**src/rtl/core/tfid_pkg.sv**
```systemverilog
`default_nettype none

package tfid_pkg;

  localparam int unsigned BUCKETS     = 512;
  localparam int unsigned CHANNELS    = 68;
  localparam int unsigned CHIPS       = 4;

  localparam int unsigned QUEUE_DEPTH = 2;
  localparam int unsigned QUEUE_AW    = (QUEUE_DEPTH > 1) ? $clog2(QUEUE_DEPTH) : 1;
  localparam int unsigned QUEUE_CW    = $clog2(QUEUE_DEPTH + 1);

  localparam logic [15:0] FTYPE_PARTIAL = 16'd1;
  localparam logic [15:0] FTYPE_FULL    = 16'd2;

  localparam logic FUNC_START = 1'b0;
  localparam logic FUNC_DATA  = 1'b1;

  typedef enum logic [2:0] {
    MODE_IDLE    = 3'b001,
    MODE_PARTIAL = 3'b010,
    MODE_FULL    = 3'b100
  } mode_e;

  // One decoded word: one result, or two for a channel pair.
  typedef struct packed {
    logic        two;
    logic [1:0]  chip;
    logic [6:0]  channel;
    logic [8:0]  bucket;
    logic [11:0] sample0;
    logic [11:0] sample1;
    logic        eof;
  } job_t;

endpackage

`default_nettype wire

```
**src/rtl/core/tpc_frame_item_decoder.sv**
```systemverilog
// Each data word's job passes the job queue, then the output register, to reach the port.
// Throughput: one input transfer per cycle while the 2-entry job queue has room; the
// result port then sets the pace: one result per partial-frame word, two per full word.
// Reset (rst_ni, async, active low): idle, no frame active, counters and queue cleared.
`default_nettype none

module tpc_frame_item_decoder
  import tfid_pkg::*;
(
  input  wire logic        clk_i,
  input  wire logic        rst_ni,
  input  wire logic        in_valid_i,
  output logic             in_ready_o,
  input  wire logic        func_i,
  input  wire logic [15:0] frame_type_i,
  input  wire logic [17:0] item_count_i,
  input  wire logic [31:0] data_word_i,
  output logic             out_valid_o,
  input  wire logic        out_ready_i,
  output logic [1:0]       chip_o,
  output logic [6:0]       channel_o,
  output logic [8:0]       bucket_o,
  output logic [11:0]      sample_o,
  output logic             bad_channel_o,
  output logic             last_of_item_o,
  output logic             end_of_frame_o
);

  logic push, full, q_valid, q_ready;
  job_t push_job, q_job;

  assign in_ready_o = !full;

  tfid_front u_front (
    .clk_i        (clk_i),
    .rst_ni       (rst_ni),
    .in_accept_i  (in_valid_i && in_ready_o),
    .func_i       (func_i),
    .frame_type_i (frame_type_i),
    .item_count_i (item_count_i),
    .data_word_i  (data_word_i),
    .push_o       (push),
    .job_o        (push_job)
  );

  tfid_queue u_queue (
    .clk_i       (clk_i),
    .rst_ni      (rst_ni),
    .push_i      (push),
    .push_job_i  (push_job),
    .full_o      (full),
    .pop_valid_o (q_valid),
    .pop_ready_i (q_ready),
    .pop_job_o   (q_job)
  );

  tfid_back u_back (
    .clk_i          (clk_i),
    .rst_ni         (rst_ni),
    .job_valid_i    (q_valid),
    .job_ready_o    (q_ready),
    .job_i          (q_job),
    .out_valid_o    (out_valid_o),
    .out_ready_i    (out_ready_i),
    .chip_o         (chip_o),
    .channel_o      (channel_o),
    .bucket_o       (bucket_o),
    .sample_o       (sample_o),
    .bad_channel_o  (bad_channel_o),
    .last_of_item_o (last_of_item_o),
    .end_of_frame_o (end_of_frame_o)
  );

endmodule

`default_nettype wire

```
**src/rtl/core/tfid_front.sv**
```systemverilog
`default_nettype none

module tfid_front
  import tfid_pkg::*;
(
  input  wire logic        clk_i,
  input  wire logic        rst_ni,
  input  wire logic        in_accept_i,
  input  wire logic        func_i,
  input  wire logic [15:0] frame_type_i,
  input  wire logic [17:0] item_count_i,
  input  wire logic [31:0] data_word_i,
  output logic             push_o,
  output job_t             job_o
);

  mode_e       mode_q, mode_d;
  logic [17:0] items_left_q, items_left_d;
  logic [1:0]  chip_q, chip_d;
  logic [5:0]  pair_q, pair_d;
  logic [8:0]  bucket_q, bucket_d;

  logic [6:0]  ch0;
  logic        chip_wrap, pair_wrap, bucket_wrap;

  assign ch0         = {pair_q, 1'b0};
  assign chip_wrap   = ({1'b0, chip_q} + 3'd1) >= 3'(CHIPS);
  assign pair_wrap   = ({1'b0, ch0} + 8'd2) >= 8'(CHANNELS);
  assign bucket_wrap = ({1'b0, bucket_q} + 10'd1) >= 10'(BUCKETS);

  always_comb begin
    mode_d       = mode_q;
    items_left_d = items_left_q;
    chip_d       = chip_q;
    pair_d       = pair_q;
    bucket_d     = bucket_q;
    push_o       = 1'b0;
    job_o        = '0;
    if (in_accept_i) begin
      if (func_i == FUNC_START) begin
        chip_d       = '0;
        pair_d       = '0;
        bucket_d     = '0;
        items_left_d = '0;
        mode_d       = MODE_IDLE;
        if (frame_type_i == FTYPE_PARTIAL) begin
          items_left_d = item_count_i;
          if (item_count_i != '0) begin
            mode_d = MODE_PARTIAL;
          end
        end else if (frame_type_i == FTYPE_FULL) begin
          mode_d = MODE_FULL;
        end
      end else begin
        case (mode_q)
          MODE_PARTIAL: begin
            push_o        = 1'b1;
            job_o.two     = 1'b0;
            job_o.chip    = data_word_i[7:6];
            job_o.channel = {data_word_i[5:0], data_word_i[15]};
            job_o.bucket  = {data_word_i[14:8], data_word_i[23:22]};
            job_o.sample0 = {data_word_i[19:16], data_word_i[31:24]};
            job_o.eof     = (items_left_q == 18'd1);
            items_left_d  = items_left_q - 18'd1;
            if (items_left_q == 18'd1) begin
              mode_d = MODE_IDLE;
            end
          end
          MODE_FULL: begin
            push_o        = 1'b1;
            job_o.two     = 1'b1;
            job_o.chip    = chip_q;
            job_o.channel = ch0;
            job_o.bucket  = bucket_q;
            job_o.sample0 = {data_word_i[3:0], data_word_i[15:8]};
            job_o.sample1 = {data_word_i[19:16], data_word_i[31:24]};
            job_o.eof     = chip_wrap && pair_wrap && bucket_wrap;
            if (chip_wrap) begin
              chip_d = '0;
              if (pair_wrap) begin
                pair_d = '0;
                if (bucket_wrap) begin
                  bucket_d = '0;
                  mode_d   = MODE_IDLE;
                end else begin
                  bucket_d = bucket_q + 9'd1;
                end
              end else begin
                pair_d = pair_q + 6'd1;
              end
            end else begin
              chip_d = chip_q + 2'd1;
            end
          end
          default: begin
          end
        endcase
      end
    end
  end

  always_ff @(posedge clk_i or negedge rst_ni) begin
    if (!rst_ni) begin
      mode_q       <= MODE_IDLE;
      items_left_q <= '0;
      chip_q       <= '0;
      pair_q       <= '0;
      bucket_q     <= '0;
    end else begin
      mode_q       <= mode_d;
      items_left_q <= items_left_d;
      chip_q       <= chip_d;
      pair_q       <= pair_d;
      bucket_q     <= bucket_d;
    end
  end

endmodule

`default_nettype wire

```
**src/rtl/core/tfid_queue.sv**
```systemverilog
`default_nettype none

module tfid_queue
  import tfid_pkg::*;
(
  input  wire logic clk_i,
  input  wire logic rst_ni,
  input  wire logic push_i,
  input  wire job_t push_job_i,
  output logic      full_o,
  output logic      pop_valid_o,
  input  wire logic pop_ready_i,
  output job_t      pop_job_o
);

  job_t                mem_q [QUEUE_DEPTH];
  logic [QUEUE_AW-1:0] wr_ptr_q, wr_ptr_d;
  logic [QUEUE_AW-1:0] rd_ptr_q, rd_ptr_d;
  logic [QUEUE_CW-1:0] count_q, count_d;
  logic                pop;

  assign full_o      = (count_q == QUEUE_CW'(QUEUE_DEPTH));
  assign pop_valid_o = (count_q != '0);
  assign pop_job_o   = mem_q[rd_ptr_q];
  assign pop         = pop_valid_o && pop_ready_i;

  always_comb begin
    wr_ptr_d = wr_ptr_q;
    rd_ptr_d = rd_ptr_q;
    count_d  = count_q;
    if (push_i) begin
      wr_ptr_d = (wr_ptr_q == QUEUE_AW'(QUEUE_DEPTH - 1)) ? '0 : wr_ptr_q + 1'b1;
    end
    if (pop) begin
      rd_ptr_d = (rd_ptr_q == QUEUE_AW'(QUEUE_DEPTH - 1)) ? '0 : rd_ptr_q + 1'b1;
    end
    if (push_i && !pop) begin
      count_d = count_q + 1'b1;
    end else if (pop && !push_i) begin
      count_d = count_q - 1'b1;
    end
  end

  always_ff @(posedge clk_i) begin
    if (push_i) begin
      mem_q[wr_ptr_q] <= push_job_i;
    end
  end

  always_ff @(posedge clk_i or negedge rst_ni) begin
    if (!rst_ni) begin
      wr_ptr_q <= '0;
      rd_ptr_q <= '0;
      count_q  <= '0;
    end else begin
      wr_ptr_q <= wr_ptr_d;
      rd_ptr_q <= rd_ptr_d;
      count_q  <= count_d;
    end
  end

endmodule

`default_nettype wire

```
**src/rtl/core/tfid_back.sv**
```systemverilog
`default_nettype none

module tfid_back
  import tfid_pkg::*;
(
  input  wire logic  clk_i,
  input  wire logic  rst_ni,
  input  wire logic  job_valid_i,
  output logic       job_ready_o,
  input  wire job_t  job_i,
  output logic       out_valid_o,
  input  wire logic  out_ready_i,
  output logic [1:0] chip_o,
  output logic [6:0] channel_o,
  output logic [8:0] bucket_o,
  output logic [11:0] sample_o,
  output logic       bad_channel_o,
  output logic       last_of_item_o,
  output logic       end_of_frame_o
);

  job_t job_q, job_d;
  logic valid_q, valid_d;
  logic phase_q, phase_d;
  logic xfer, done;

  assign out_valid_o    = valid_q;
  assign chip_o         = job_q.chip;
  assign channel_o      = phase_q ? job_q.channel + 7'd1 : job_q.channel;
  assign bucket_o       = job_q.bucket;
  assign sample_o       = phase_q ? job_q.sample1 : job_q.sample0;
  assign bad_channel_o  = channel_o > 7'(CHANNELS - 1);
  assign last_of_item_o = !job_q.two || phase_q;
  assign end_of_frame_o = job_q.eof && last_of_item_o;

  assign xfer        = valid_q && out_ready_i;
  assign done        = xfer && last_of_item_o;
  assign job_ready_o = !valid_q || done;

  always_comb begin
    job_d   = job_q;
    valid_d = valid_q;
    phase_d = phase_q;
    if (job_ready_o) begin
      valid_d = job_valid_i;
      job_d   = job_i;
      phase_d = 1'b0;
    end else if (xfer) begin
      phase_d = 1'b1;
    end
  end

  always_ff @(posedge clk_i) begin
    job_q <= job_d;
  end

  always_ff @(posedge clk_i or negedge rst_ni) begin
    if (!rst_ni) begin
      valid_q <= 1'b0;
      phase_q <= 1'b0;
    end else begin
      valid_q <= valid_d;
      phase_q <= phase_d;
    end
  end

endmodule

`default_nettype wire
```
**config.mk**
```make
export PLATFORM = sky130hd
export DESIGN_NAME = tpc_frame_item_decoder
export DESIGN_NICKNAME = d
export VERILOG_FILES = /design/src/rtl/core/tfid_pkg.sv /design/src/rtl/core/tpc_frame_item_decoder.sv /design/src/rtl/core/tfid_front.sv /design/src/rtl/core/tfid_queue.sv /design/src/rtl/core/tfid_back.sv
export SDC_FILE = /design/constraint.sdc
export NUM_CORES = 1
export LEC_CHECK = 0
export BUFFER_PORTS_ARGS = -buffer_cell sky130_fd_sc_hd__clkbuf_2
export CORE_MARGIN = 5
export CORE_UTILIZATION = 56
export CTS_CLUSTER_SIZE = 16
export DETAILED_ROUTE_END_ITERATION = 16
export GPL_TIMING_DRIVEN = 0
export PLACE_DENSITY = 0.82
export SLEW_MARGIN = 5
export SYNTH_ARGS = -nofsm -noshare
export SYNTH_HDL_FRONTEND = slang
export SYNTH_SLANG_ARGS = --single-unit
```
**constraint.sdc**
```tcl
create_clock -name clk_i -period 5 [get_ports clk_i]
set_input_delay 1 -clock clk_i [delete_from_list [all_inputs] [get_ports clk_i]]
set_output_delay 1 -clock clk_i [all_outputs]
set_load 0.01 [all_outputs]
```
### Word level (Yosys, flattened, before mapping)

Memories as Yosys holds them, arrays and structs flattened. A register that Yosys moved wholly into a read port is not among the register bits.
Index checks and enable logic that the tools add are counted.

| cells by class | value |
|---|---|
| $add $sub $neg | 12 |
| order comparisons | 4 |
| equality and inequality tests | 15 |
| multiplexer cells | 42 |
| reductions and logical operators | 26 |

Operator list:

| operator | number |
|---|---|
| 44-bit two-way mux | 2 |
| 31-bit one-hot mux with 2 select lines | 1 |
| 18-bit two-way mux | 3 |
| 9-bit two-way mux | 5 |
| 12-bit two-way mux | 2 |
| 6-bit two-way mux | 4 |
| 3-bit two-way mux | 7 |
| 18-bit by 1-bit == test with 1-bit output, second input constant | 1 |
| 18-bit nonzero test | 1 |
| 18-bit by 1-bit subtractor with 18-bit output, second input constant | 1 |
| 16-bit by 1-bit == test with 1-bit output, second input constant | 1 |
| 16-bit by 2-bit == test with 1-bit output, second input constant | 1 |
| 2-bit two-way mux | 6 |
| 3-bit by 2-bit != test with 1-bit output, second input constant | 4 |
| 9-bit by 1-bit adder with 10-bit output, second input constant | 1 |
| 10-bit greater-or-equal comparator, second input constant | 1 |
| 9-bit by 1-bit adder with 9-bit output, second input constant | 1 |
| 1-bit logical AND | 9 |
| 1-bit two-way mux | 9 |
| 7-bit by 2-bit adder with 8-bit output, second input constant | 1 |
| 8-bit by 7-bit greater-or-equal comparator with 1-bit output, second input constant | 1 |
| 2-bit by 1-bit != test with 1-bit output, second input constant | 4 |
| 7-bit by 1-bit adder with 7-bit output, second input constant | 1 |
| 7-bit greater-than comparator, second input constant | 1 |
| 21 further kinds | 31 |

| word-level totals | value |
|---|---|
| register bits | 44 |
| memory bits (writable) | 88 |
| bits of input ports | 71 |
| output and inout bits | 35 |
| word-level logic and storage cells | 110 |
| memories | 1 |

Memory list:

| memory | depth | width | rd ports | clocked after memory_dff | wr ports | RTL line | text |
|---|---|---|---|---|---|---|---|
| u_queue.mem_q | 2 | 44 | 1 | 1 | 1 | tfid_queue.sv:16 | `job_t mem_q [QUEUE_DEPTH];` |

### Depth between registers and ports, before layout

| logic depth | value |
|---|---|
| depth in word-level cells | 9 |
| mapped depth | 9 |
| gate-level depth less buffers | 8 |

### Hierarchy

From an unflattened synthesis, not the netlist that was laid out.

| unflattened totals | value |
|---|---|
| cell total of the unflattened synthesis | 592 |
| area total of the unflattened synthesis | 8205.4 sq um |

By module, submodules not included:

| module | times used | cells an instance | area each (sq um) | seq. area each (sq um) |
|---|---|---|---|---|
| tfid_queue | 1 | 153 | 3564.7 | 2742.6 |
| tfid_front | 1 | 338 | 2831.5 | 952.2 |
| tfid_back | 1 | 99 | 1799.2 | 1371.3 |
| tpc_frame_item_decoder | 1 | 2 | 10.0 | 0.0 |

### Worst setup path before layout

OpenSTA, ideal clock, no wires.

| timing | value |
|---|---|
| kind | input-to-reg |
| from | input port func_i |
| to | memory u_queue.mem_q[0][0] (netlist bit) (enable) |
| library setup time | 451 ps |
| data arrival time | 3744 ps |
| required time | 4549 ps |
| path slack | 805 ps |
| stages | 4 |
| path buffers | 1 |
| path through | inv_1 clkbuf_1 a2111oi_2 nor2b_1 |

| on the way | value |
|---|---|
| word-level cells in the longest chain between the ends | 4 |

RTL lines:

| element | RTL line | text |
|---|---|---|
| start: declaration | tpc_frame_item_decoder.sv:14 | `input wire logic func_i,` |
| 1-bit two-way mux | tfid_front.sv:40 | `if (func_i == FUNC_START) begin` |
| 1-bit two-way mux | tfid_front.sv:39 | `if (in_accept_i) begin` |
| net push | tpc_frame_item_decoder.sv:29 | `logic push, full, q_valid, q_ready;` |
| 1-bit two-way mux | tfid_queue.sv:45 | `if (push_i) begin` |
| 1-bit two-way mux (implied by the code) | tfid_queue.sv:46 | `mem_q[wr_ptr_q] <= push_job_i;` |
| end: declaration | tfid_queue.sv:16 |  |

The timed path passes the listed nets, and every way through them passes these cells.

### Worst setup path in the final report

| timing | value |
|---|---|
| from | register u_back.phase_q |
| to | output port sample_o[10] |

| on the way | value |
|---|---|
| word-level cells in the longest chain between the ends | 1 |

RTL lines:

| element | RTL line | text |
|---|---|---|
| start: declaration | tfid_back.sv:24 | `logic phase_q, phase_d;` |
| start signal: assignment | tfid_back.sv:63 | `phase_q <= phase_d;` |
| 12-bit two-way mux | tfid_back.sv:31 | `assign sample_o = phase_q ? job_q.sample1 : job_q.sample0;` |
| end: declaration | tpc_frame_item_decoder.sv:23 | `output logic [11:0] sample_o,` |

Every way passes these cells.

==> out/metrics.yaml <==
yosys-top-cells-count: "132 x edfxtp_1, 58 x mux2_2, 43 x dfrtp_1"
ys_ff_latch: 176
dr.pass1.iters: 7
ys_types: 63
clockBufferDepth: 2
yosysTopAreaCell: "edfxtp_1"
leakage_nw: 3.48
numCtsBuffers: 17
grt_overflow: 0
drt.antenna.violating_nets: 0
syn-num-nets: 671
drt_iter0_markers: 619
grt_max_degree: 45
grt_pass1_vias: 5714
async_flop_share_pct: 25.0
die_area_um2: 16700
synthToLayoutAreaGrowth_pct: 17.9
criticalPathCategory: "flip-flop to output port"
layout-drive-gt1-share_pct: 31.4
drc: 0
drt-total-wl_um: 19200
wl_per_cell_um: 21.1
synth_edf_count: 132
vdd_ir_drop_max_mv: 0.247
worst_pin_slew_ns: 1.20
antenna_cells: 0
port_buffers: 103
drv_cap: 0
required_ns: 4.00
postSynthCellCount: 592
synth_most_common_cell: "edfxtp_1"
cts_tree: "built"
synth_flop_cell: "edfxtp_1"
hold_ws_ns: 0.528
multi_input_area_um2: 2660
start_util_pct: 57.3
seq_area_um2: 5070
synth_area_per_cell_um2: 13.4
core_area_um2: 13900
min_period_over_period_pct: 65.4
die-width_um: 129
power_density_nw_per_um2: 424
ios: 106
grt_pass1_wl_um: 30000
slew_viol_final: 0
crit_fanout: 10
ctsHoldBuffers: 0
post_cts_buffers: 0
cts.sinks: 176
root_buffer: "clkbuf_16"
grtUsageTotal_pct: 23.7
placed_cell_area_um2: 8780
status: "completed"
end_kind: "output port"
fmax_mhz: 306
path_clk_slew_ns: 0.07
rsz0062_at_grt: "no"
fin_skew_ns: 0.00944
ctsResizeCount: 0
max_slew_margin_pct: 20.0
gp_congestion: 0.896
cts.htree.levels: 4
fin_crit_ns: 3.27
num-nets-final: 796
num_vias: 5570
netlist_area_um2: 7960
yosysTopAreaCellShare_pct: 49.8
antenna_found_initial: 1
synthTopCellsByArea: "edfxtp_1 50%, dfrtp_1 14%, mux2_2 8.2%"
clk_latency_ns: 0.43
via_per_inst: 6.12
fill_cells: 946
setup_viol: 0
fin_area_um2: 9380
hold_viol_final: 0
rows: 43
finalPower_w: 0.00398
yosysWarnings: 0
start_kind: "flip-flop"
post-dp-hpwl_um: 13300
ys_seq_area_share_pct: 63.7
crit_arrival_ns: 2.27
dieHeight_um: 129
worstHoldPathType: "flip-flop to flip-flop"
[state kept, by name, indices dropped and copies added (netlist names)]
| signal | count |
|---|---|
| u_back.chip_o | 2 |
| u_back.job_q | 33 |
| u_queue.wr_ptr_q | 1 |
| u_front.mode_q | 3 |
| u_back.bucket_o | 9 |
| u_front.pair_q | 6 |
| u_front.chip_q | 2 |
| u_back.phase_q | 1 |
| u_front.items_left_q | 18 |
| u_queue.count_q | 2 |
| u_front.bucket_q | 9 |
| u_queue.rd_ptr_q | 1 |
| u_back.out_valid_o | 1 |
| u_queue.mem_q | 88 |
[layout by cell type, fill, tap and decap left out, drive strengths merged, types with 8 or more instances in the layout]
cell type / count
a21oi: 23
nand3: 11
ha: 8
nor2: 34
nand2b: 9
nand2: 36
o21ai: 26
buf: 21
mux2: 58
dfrtp: 43
xnor2: 8
nor4: 10
and2: 17
nand4: 11
inv: 18
nor3: 11
clkbuf: 140
edfxtp: 132
a22o: 29
[through the flow]
stage | setup WS (ns) | util [%] | cells | TNS, ns
detailed placement | 1.59 | 63.3 | 878 | 0
CTS | 1.68 | 67.6 | 910 | 0
floorplan | 0.805 | - | 592 | 0
global route | 1.59 | 67.6 | 910 | 0
finish | 1.73 | 67.6 | 910 | 0
global placement | -0.534 | 62.6 | 875 | -23.35
[per-layer routing]
layer | wire length, µm | share of wire [%] | track usage, % | vias up
met5 | 13 | 0.068 | 0 | -
met4 | 659 | 3.4 | 9.39 | 2
met3 | 1660 | 8.7 | 6.51 | 54
met2 | 9650 | 50 | 40.5 | 324
met1 | 7210 | 38 | 28.8 | 2683
li1 | - | - | - | 2507
[layout make-up]
class                   instances  area share (%)
flip-flops and latches        176            54.0
clock inverters                15            1.83
multi-input cells             368            28.3
repair buffers                106            6.30
clock buffers                  17            4.54
inverters                      10           0.400
plain buffers                  38            2.21
well taps                     180            2.40
[power by group]
group | switching (W) | leakage (nW) | total (W) | internal, W
Clock | 0.000609 | 0.290 | 0.00132 | 0.000714
Combinational | 0.000505 | 1.48 | 0.000834 | 0.000329
Sequential | 0.000103 | 1.71 | 0.00182 | 0.00172
Total | 0.00122 | 3.48 | 0.00398 | 0.00276
[worst paths after layout]
check	startpoint	slack [ns]	end	cells past startpoint
setup reg to reg	u_queue.count_q[0]$_DFFE_PN0P_	2.29	u_queue.mem_q[0][39]$_DFFE_PP_	5
hold reg to reg	u_front.items_left_q[17]$_DFFE_PN0P_	0.53	u_front.items_left_q[17]$_DFFE_PN0P_	2
min in group asynchronous	rst_ni	0.81	u_front.items_left_q[13]$_DFFE_PN0P_	1
setup / recovery	u_back.phase_q$_DFFE_PN0P_	1.73	sample_o[10]	4
hold / removal	u_front.items_left_q[17]$_DFFE_PN0P_	0.53	u_front.items_left_q[17]$_DFFE_PN0P_	2
max in group asynchronous	rst_ni	3.47	u_front.bucket_q[2]$_DFFE_PN0P_	1
[cell families (layout without fill, tap and decap cells)]
family	Yosys count	after routing	share of synthesized area (%)
multiplexers	61	61	8.59
AO/OA/AOI/OAI	120	120	10.9
AND/OR/NAND/NOR	164	164	10.8
adder cells (fa/ha/maj)	8	8	1.26
flip-flops	176	176	63.7
buffers and inverters	48	186	3.08
XOR/XNOR	15	15	1.65
[worst max-delay path, cell delays in order, from the launching register on]
cell and delay [ns]:
dfrtp_1 0.33, clkbuf_1 0.39, buf_1 0.56, mux2_2 0.42, clkbuf_2 0.13
Note: power is estimated with default switching activity, not from simulation.
